**src/sv/bw_pkg.sv**
```systemverilog
// ----------------------------------------------------------------------------
// bw_pkg - shared definitions for the barycentric weight pipeline
// Widths of every intermediate, lane and dot-product bundles, saturation.
// ----------------------------------------------------------------------------
package bw_pkg;

  localparam int COORD_W   = 32;
  localparam int FRAC_BITS = 16;
  localparam int OUT_W     = 32;
  localparam int EDGE_W    = COORD_W + 1;
  localparam int PROD_W    = 2 * EDGE_W;
  localparam int DOT_W     = PROD_W + 2;
  localparam int HALF_W    = DOT_W / 2;
  localparam int MUL_W     = 2 * DOT_W;
  localparam int NUM_W     = MUL_W + 1;
  localparam int DVS_W     = NUM_W;
  localparam int DVD_W     = NUM_W + FRAC_BITS;
  localparam int DIV_STAGES = DVD_W;
  localparam int SQ_W      = DVD_W + 1;
  localparam int SUM_W     = SQ_W + 2;

  // stages ahead of the divider: diff, product, merge, mul x2, combine x2
  localparam int FRONT_STAGES = 7;
  localparam int PIPE_STAGES  = FRONT_STAGES + DIV_STAGES;

  localparam int DIM_W = 2;
  localparam logic [DIM_W-1:0] DIM_2D    = 2'd2;
  localparam logic [DIM_W-1:0] DIM_RESET = 2'd3;

  localparam int ADDR_W = 3;
  localparam logic REG_DIMENSIONS = 1'b0;

  localparam logic signed [SUM_W-1:0] ONE_Q   = SUM_W'(1) << FRAC_BITS;
  localparam logic signed [SUM_W-1:0] SAT_MAX = (SUM_W'(1) << (OUT_W - 1)) - SUM_W'(1);
  localparam logic signed [SUM_W-1:0] SAT_MIN = -(SUM_W'(1) << (OUT_W - 1));

  typedef struct packed {
    logic signed [PROD_W-1:0] p00;
    logic signed [PROD_W-1:0] p01;
    logic signed [PROD_W-1:0] p11;
    logic signed [PROD_W-1:0] p20;
    logic signed [PROD_W-1:0] p21;
  } bw_prod_t;

  typedef struct packed {
    logic signed [DOT_W-1:0] d00;
    logic signed [DOT_W-1:0] d01;
    logic signed [DOT_W-1:0] d11;
    logic signed [DOT_W-1:0] d20;
    logic signed [DOT_W-1:0] d21;
  } bw_dot_t;

  function automatic logic [OUT_W-1:0] sat_w(input logic signed [SUM_W-1:0] x);
    logic [OUT_W-1:0] r;
    if (x > SAT_MAX) begin
      r = OUT_W'(SAT_MAX);
    end else if (x < SAT_MIN) begin
      r = OUT_W'(SAT_MIN);
    end else begin
      r = OUT_W'(x);
    end
    return r;
  endfunction

endpackage

```
**src/sv/bw_merge.sv**
```systemverilog
// ----------------------------------------------------------------------------
// bw_merge - lane merge
// Sums the per-axis products into the five dot products.
// ----------------------------------------------------------------------------
module bw_merge (
  input  logic             clk,
  input  logic             ce,
  input  logic             use_z,
  input  bw_pkg::bw_prod_t lane_x,
  input  bw_pkg::bw_prod_t lane_y,
  input  bw_pkg::bw_prod_t lane_z,
  output bw_pkg::bw_dot_t  dot_r
);

  bw_pkg::bw_prod_t lz;

  // drop the z lane in the two-coordinate form
  assign lz = use_z ? lane_z : '0;

  always_ff @(posedge clk) begin
    if (ce) begin
      dot_r.d00 <= bw_pkg::DOT_W'(lane_x.p00) + bw_pkg::DOT_W'(lane_y.p00)
                 + bw_pkg::DOT_W'(lz.p00);
      dot_r.d01 <= bw_pkg::DOT_W'(lane_x.p01) + bw_pkg::DOT_W'(lane_y.p01)
                 + bw_pkg::DOT_W'(lz.p01);
      dot_r.d11 <= bw_pkg::DOT_W'(lane_x.p11) + bw_pkg::DOT_W'(lane_y.p11)
                 + bw_pkg::DOT_W'(lz.p11);
      dot_r.d20 <= bw_pkg::DOT_W'(lane_x.p20) + bw_pkg::DOT_W'(lane_y.p20)
                 + bw_pkg::DOT_W'(lz.p20);
      dot_r.d21 <= bw_pkg::DOT_W'(lane_x.p21) + bw_pkg::DOT_W'(lane_y.p21)
                 + bw_pkg::DOT_W'(lz.p21);
    end
  end

endmodule

```
**config.mk**
```make
export PLATFORM = sky130hd
export DESIGN_NAME = bw_merge
export DESIGN_NICKNAME = d
export VERILOG_FILES = /design/src/sv/bw_pkg.sv /design/src/sv/bw_merge.sv
export SDC_FILE = /design/constraint.sdc
export NUM_CORES = 2
export LEC_CHECK = 0
export BUFFER_PORTS_ARGS = -buffer_cell sky130_fd_sc_hd__buf_2
export CORE_AREA = 2 2 522 524
export CTS_CLUSTER_DIAMETER = 80
export DETAILED_ROUTE_END_ITERATION = 8
export DIE_AREA = 0 0 524 526
export GPL_ROUTABILITY_DRIVEN = 0
export MAX_ROUTING_LAYER = met4
export PLACE_DENSITY = 0.44
export SYNTH_ARGS = -nofsm -noshare
export SYNTH_HDL_FRONTEND = slang
export SYNTH_SLANG_ARGS = --single-unit
```
**constraint.sdc**
```tcl
create_clock -name clk -period 5 [get_ports clk]
set_clock_uncertainty 0.15 [all_clocks]
set_input_delay 0.75 -clock clk [delete_from_list [all_inputs] [get_ports clk]]
set_output_delay 0.75 -clock clk [all_outputs]
set_load 0.03 [all_outputs]
```
### After elaboration in Yosys (flattened, before gate mapping)

Index checks and enable logic that the tools add are counted.

| storage, ports and cells | value |
|---|---|
| register bits | 340 |
| input bits | 993 |
| word-level logic and storage cells | 16 |

| cells by class | value |
|---|---|
| $add $sub $neg | 10 |
| multiplexer cells | 1 |

Operator list:

| cell | number |
|---|---|
| adder 67 x 66 -> 68 bit | 5 |
| adder 66 x 66 -> 67 bit | 5 |
| 2-to-1 mux 330 bit | 1 |

### Depth between registers and ports, before layout

| depth | value |
|---|---|
| word-level depth | 2 |
| gate-level depth with buffers | 18 |
| mapped depth without buffers | 16 |

### Least setup slack after synthesis

OpenSTA, ideal clock, no wires.

| timing | value |
|---|---|
| path kind | input to register |
| start | input port use_z |
| end | register dot_r[339] in the netlist's numbering, data pin |
| library setup time | 0.261 ns |
| data arrival time | 4.585 ns |
| slack | 0.004 ns |
| stages on the path | 18 |
| buffers on the path | 2 |
| cells stage by stage | clkbuf_1 -> clkbuf_1 -> nand2_1 -> fa_1 -> inv_1 -> ha_1 -> inv_1 -> fa_1 -> and2b_1 -> o2111ai_1 -> a311o_1 -> a211o_1 -> a2111oi_4 -> nor4_1 -> o211ai_2 -> nand2_2 -> o211a_1 -> a221o_1 |

| on the way | value |
|---|---|
| word-level cells in the longest chain between the ends | 2 |

Ends and longest elaborated chain:

| item | RTL line | text |
|---|---|---|
| start: declaration | bw_merge.sv:8 | `input logic use_z,` |
| 2-to-1 mux 330 bit | bw_merge.sv:18 | `assign lz = use_z ? lane_z : '0;` |
| adder 67 x 66 -> 68 bit | bw_merge.sv:23 | `+ bw_pkg::DOT_W'(lz.p00);` |
| end: declaration | bw_merge.sv:12 | `output bw_pkg::bw_dot_t dot_r` |

No other way between the ends.
A chain may end at the register's enable or synchronous reset.

### Worst setup path in the final report

| timing | value |
|---|---|
| start | input port use_z |
| end | register dot_r[268] in the netlist's numbering, data pin |

| on the way | value |
|---|---|
| word-level cells in the longest chain between the ends | 2 |

Ends and longest elaborated chain:

| item | RTL line | text |
|---|---|---|
| 2-to-1 mux 330 bit | bw_merge.sv:18 |  |
| adder 67 x 66 -> 68 bit | bw_merge.sv:25 | `+ bw_pkg::DOT_W'(lz.p01);` |

No other way between the ends.

==> metrics.txt <==
Compound-Gate Fraction of Synth Area 19.7%; largest family of logic cells by synthesized area adder cells; Seq pwr share 21.0%; share of cells above drive strength 1 39.5%; max reg flops 340; IO buf count 1,332; Antenna Nets Post-Route 0; final WL 270,000 µm; Worst Hold Depth 4; cell area after synthesis 38,800 µm²; Synth Register Bits 340; Synth top area share 26.3%; antenna violations before repair 289; Worst slew margin 41.2%; largest cells by area after synthesis edfxtp_1 (26%), fa_1 (17%), ha_1 (11%); Layout Utilization 22.0%; largest net degree at the start of global routing 75; kind of critical path input pin to flop; average wire per standard cell 27.1 µm; internal power 0.0124 W; biggest regs dot_r x340; post-synthesis mux area share 0.0839%; CTS Hold Buffers Added 0; cell taking the most area after synthesis edfxtp_1; htree depth 3; Slew @ Worst Pin 0.883 ns; max-slew violations 0; Power Total 0.0227 W; Post-synth EDFFs 340; Net Sw Frac 45.5%; DRC viols 0; chip width 524 µm; Setup TNS 0 ns; sequential share of the synthesized area 26.3%; CTS root buf clkbuf_16; worst path required time 5.23 ns; Data arrival, critical path 5.22 ns; Final Setup Violations 0; layout filler cell count 30,000; via density per instance 4.21; GRT overflow 0; Hold Crit Endpoint dot_r[204]$_DFFE_PP_; ratio of final minimum period to clock period 99.7%; simple-gate share of the synthesized area 15.8%; Clock power frac 21.2%; final hold vios 0; vias 42,000; die height 526 µm; global-route wire length before repair 356,000 µm; core area 270,000 µm²; TritonRoute pass-1 iters 6; max_cap viols 0; clock buffer depth 3; PwrDens 384 nW/µm²; total global-route track usage 19.4%; Net Count, Synth 5,624; Largest Register dot_r; Starting Density 14.4%; Clock Pin Slew Worst Setup and Hold Paths 0.05 ns; Initial DRC Count 3,470; Post-Synth XOR/XNOR Area 6.96%; syn_area_per_cell 9.78 µm²; crit path max fanout 36; Synth Area in Adders 27.9%; Top FF cell, synth edfxtp_1; outcome completed; RSZ-0062 raised after global routing no; Lkg Pwr 27.1 nW; combinational group share of total power 57.9%; startpoint types input pin; Ports 1,333; Rows 191; CTS buffer count 68; fmax 201 MHz; Synth-to-Final Area Change 52.8%; worst vdd ir 0.277 mV; hold_sp lane_y[198]; synth warn 0; HP Class input pin to flop; Syn Inst Count 3,966; post-CTS setup buffers 0; Netlist cell types 92; Final min period 4.99 ns; DP Wirelength 242,000 µm; Async S/R FF share, synth 0%; clock sink count 340; TritonCTS clock tree yes; sw power 0.0103 W; die area 276,000 µm²; vias in the first global route 42,300; Setup crit end kind flop; nets@finish 7,794
==> cells in the mapped netlist, types with 5 or more instances <==
cell type  number
o21bai_1       87
nand2b_1       39
o31ai_1        16
a31o_2          7
a21oi_1       392
nor3_1         52
o21a_1         29
a21boi_0        7
o2111ai_1       8
inv_1         141
a211oi_1       27
xnor2_1       190
nor4_1         18
a2111oi_2       6
o41ai_1         5
nand2_1       263
edfxtp_1      340
nor2_1        158
clkbuf_1      167
o21ai_1        10
ha_1          330
o221ai_1        7
o211ai_1       20
o21ai_0       193
nand3_1        56
a31oi_1        38
a211o_1         8
and3_1         26
and2_1        341
fa_1          335
and4_1         11
a21o_1        210
or3_1          15
buf_2           9
a221oi_1       10
xor2_1        118
o211a_1         5
or4_1           5
or2_2           7
a311oi_1        9
nor2b_1        32
nand4_1       121
a221o_1         8
==> cell usage in the layout, fill, tap and decap left out, types with 9 or more instances in the layout <==
master	count
a211oi_1	26
a21o_1	210
a21oi_1	392
a221oi_1	10
a311oi_1	9
a31oi_1	38
and2_1	341
and3_1	26
and4_1	11
buf_12	13
buf_2	1330
buf_4	934
clkbuf_16	70
clkinv_1	13
diode_2	199
edfxtp_1	340
fa_1	335
ha_1	329
inv_1	141
inv_6	9
nand2_1	263
nand2b_1	39
nand3_1	56
nand4_1	121
nor2_1	158
nor2b_1	32
nor3_1	51
nor4_1	18
o211ai_1	20
o21a_1	29
o21ai_0	193
o21ai_1	10
o21bai_1	87
o31ai_1	14
or3_1	15
xnor2_1	190
xor2_1	118
==> stage by stage <==
| step | worst slack (ns) | hold WS [ns] | cell area [µm²] | std cells |
|---|---|---|---|---|
| 2_1_floorplan | 0.00420 | 0.712 | 38800 | 3966 |
| 3_3_place_gp | -0.715 | 1.08 | 56500 | 9636 |
| 3_5_place_dp | -0.726 | 1.08 | 56500 | 9636 |
| 4_1_cts | 0.111 | 0.389 | 58700 | 9760 |
| 5_1_grt | 0.00572 | 0.414 | 59200 | 9930 |
| 6_report | 0.0135 | 0.475 | 59300 | 9959 |
==> metal layers <==
layer	part of all wire [%]	vias up	global-route usage [%]	wire length, µm
met5	0	-	-	0
met4	3.6	0	6.79	9660
met3	12	385	7.91	31100
met2	44	2212	28.9	118000
met1	41	20300	23.5	112000
li1	-	19100	-	-
==> critical path: stages <==
cell	delay, ns
buf_8	0.11
buf_4	0.17
buf_12	0.16
buf_12	0.19
and2_1	0.18
fa_1	0.43
ha_1	0.36
a21oi_1	0.60
o21ai_0	0.22
a31oi_1	0.61
o21a_2	0.33
o31a_2	0.20
o31ai_4	0.10
buf_4	0.16
a21oi_1	0.29
o41ai_2	0.13
xor2_1	0.15
==> power by group through the flow <==
stage	clock network [W]	registers, W	logic, W
2_1_floorplan	0	0.00633	0.00504
3_3_place_gp	0	0.00482	0.0131
3_5_place_dp	0	0.00481	0.0131
4_1_cts	0.00502	0.00478	0.0132
5_1_grt	0.00509	0.00483	0.0141
6_report	0.00481	0.00477	0.0132
==> kinds of logic after synthesis <==
logic type	Yosys count
AO/OA/AOI/OAI	1171
XOR/XNOR	308
adder cells (fa/ha/maj)	665
buffers and inverters	320
flip-flops	340
multiplexers	3
AND/OR/NAND/NOR	1159
==> what timing repair did <==
item                                   4_1_cts  5_1_grt
resized for setup                            1        5
endpoints found under the hold margin        0        0
setup endpoints to repair                    1        6
==> how the worst max path moves through the flow <==
stage,endpoint,cells past startpoint,from,slack [ns]
finish,dot_r[268]$_DFFE_PP_,17,use_z,0.01
global route,dot_r[270]$_DFFE_PP_,18,use_z,0.006
CTS,dot_r[339]$_DFFE_PP_,17,lane_z[265],0.11
detailed placement,dot_r[129]$_DFFE_PP_,22,use_z,-0.73
global placement,dot_r[129]$_DFFE_PP_,22,use_z,-0.72
floorplan,dot_r[339]$_DFFE_PP_,18,use_z,0.004
==> final cells by class <==
cell class	instances	area [µm²]	share of cell area, %
antenna	199	498	0.840
timing repair buffer	2279	14000	23.6
inverter	141	529	0.893
tap	3570	4470	7.54
clock inverter	46	434	0.733
clock buffer	78	1780	3.01
multi-input combinational	3306	27400	46.2
sequential	340	10200	17.2
Note: power is estimated with default switching activity, not from simulation.
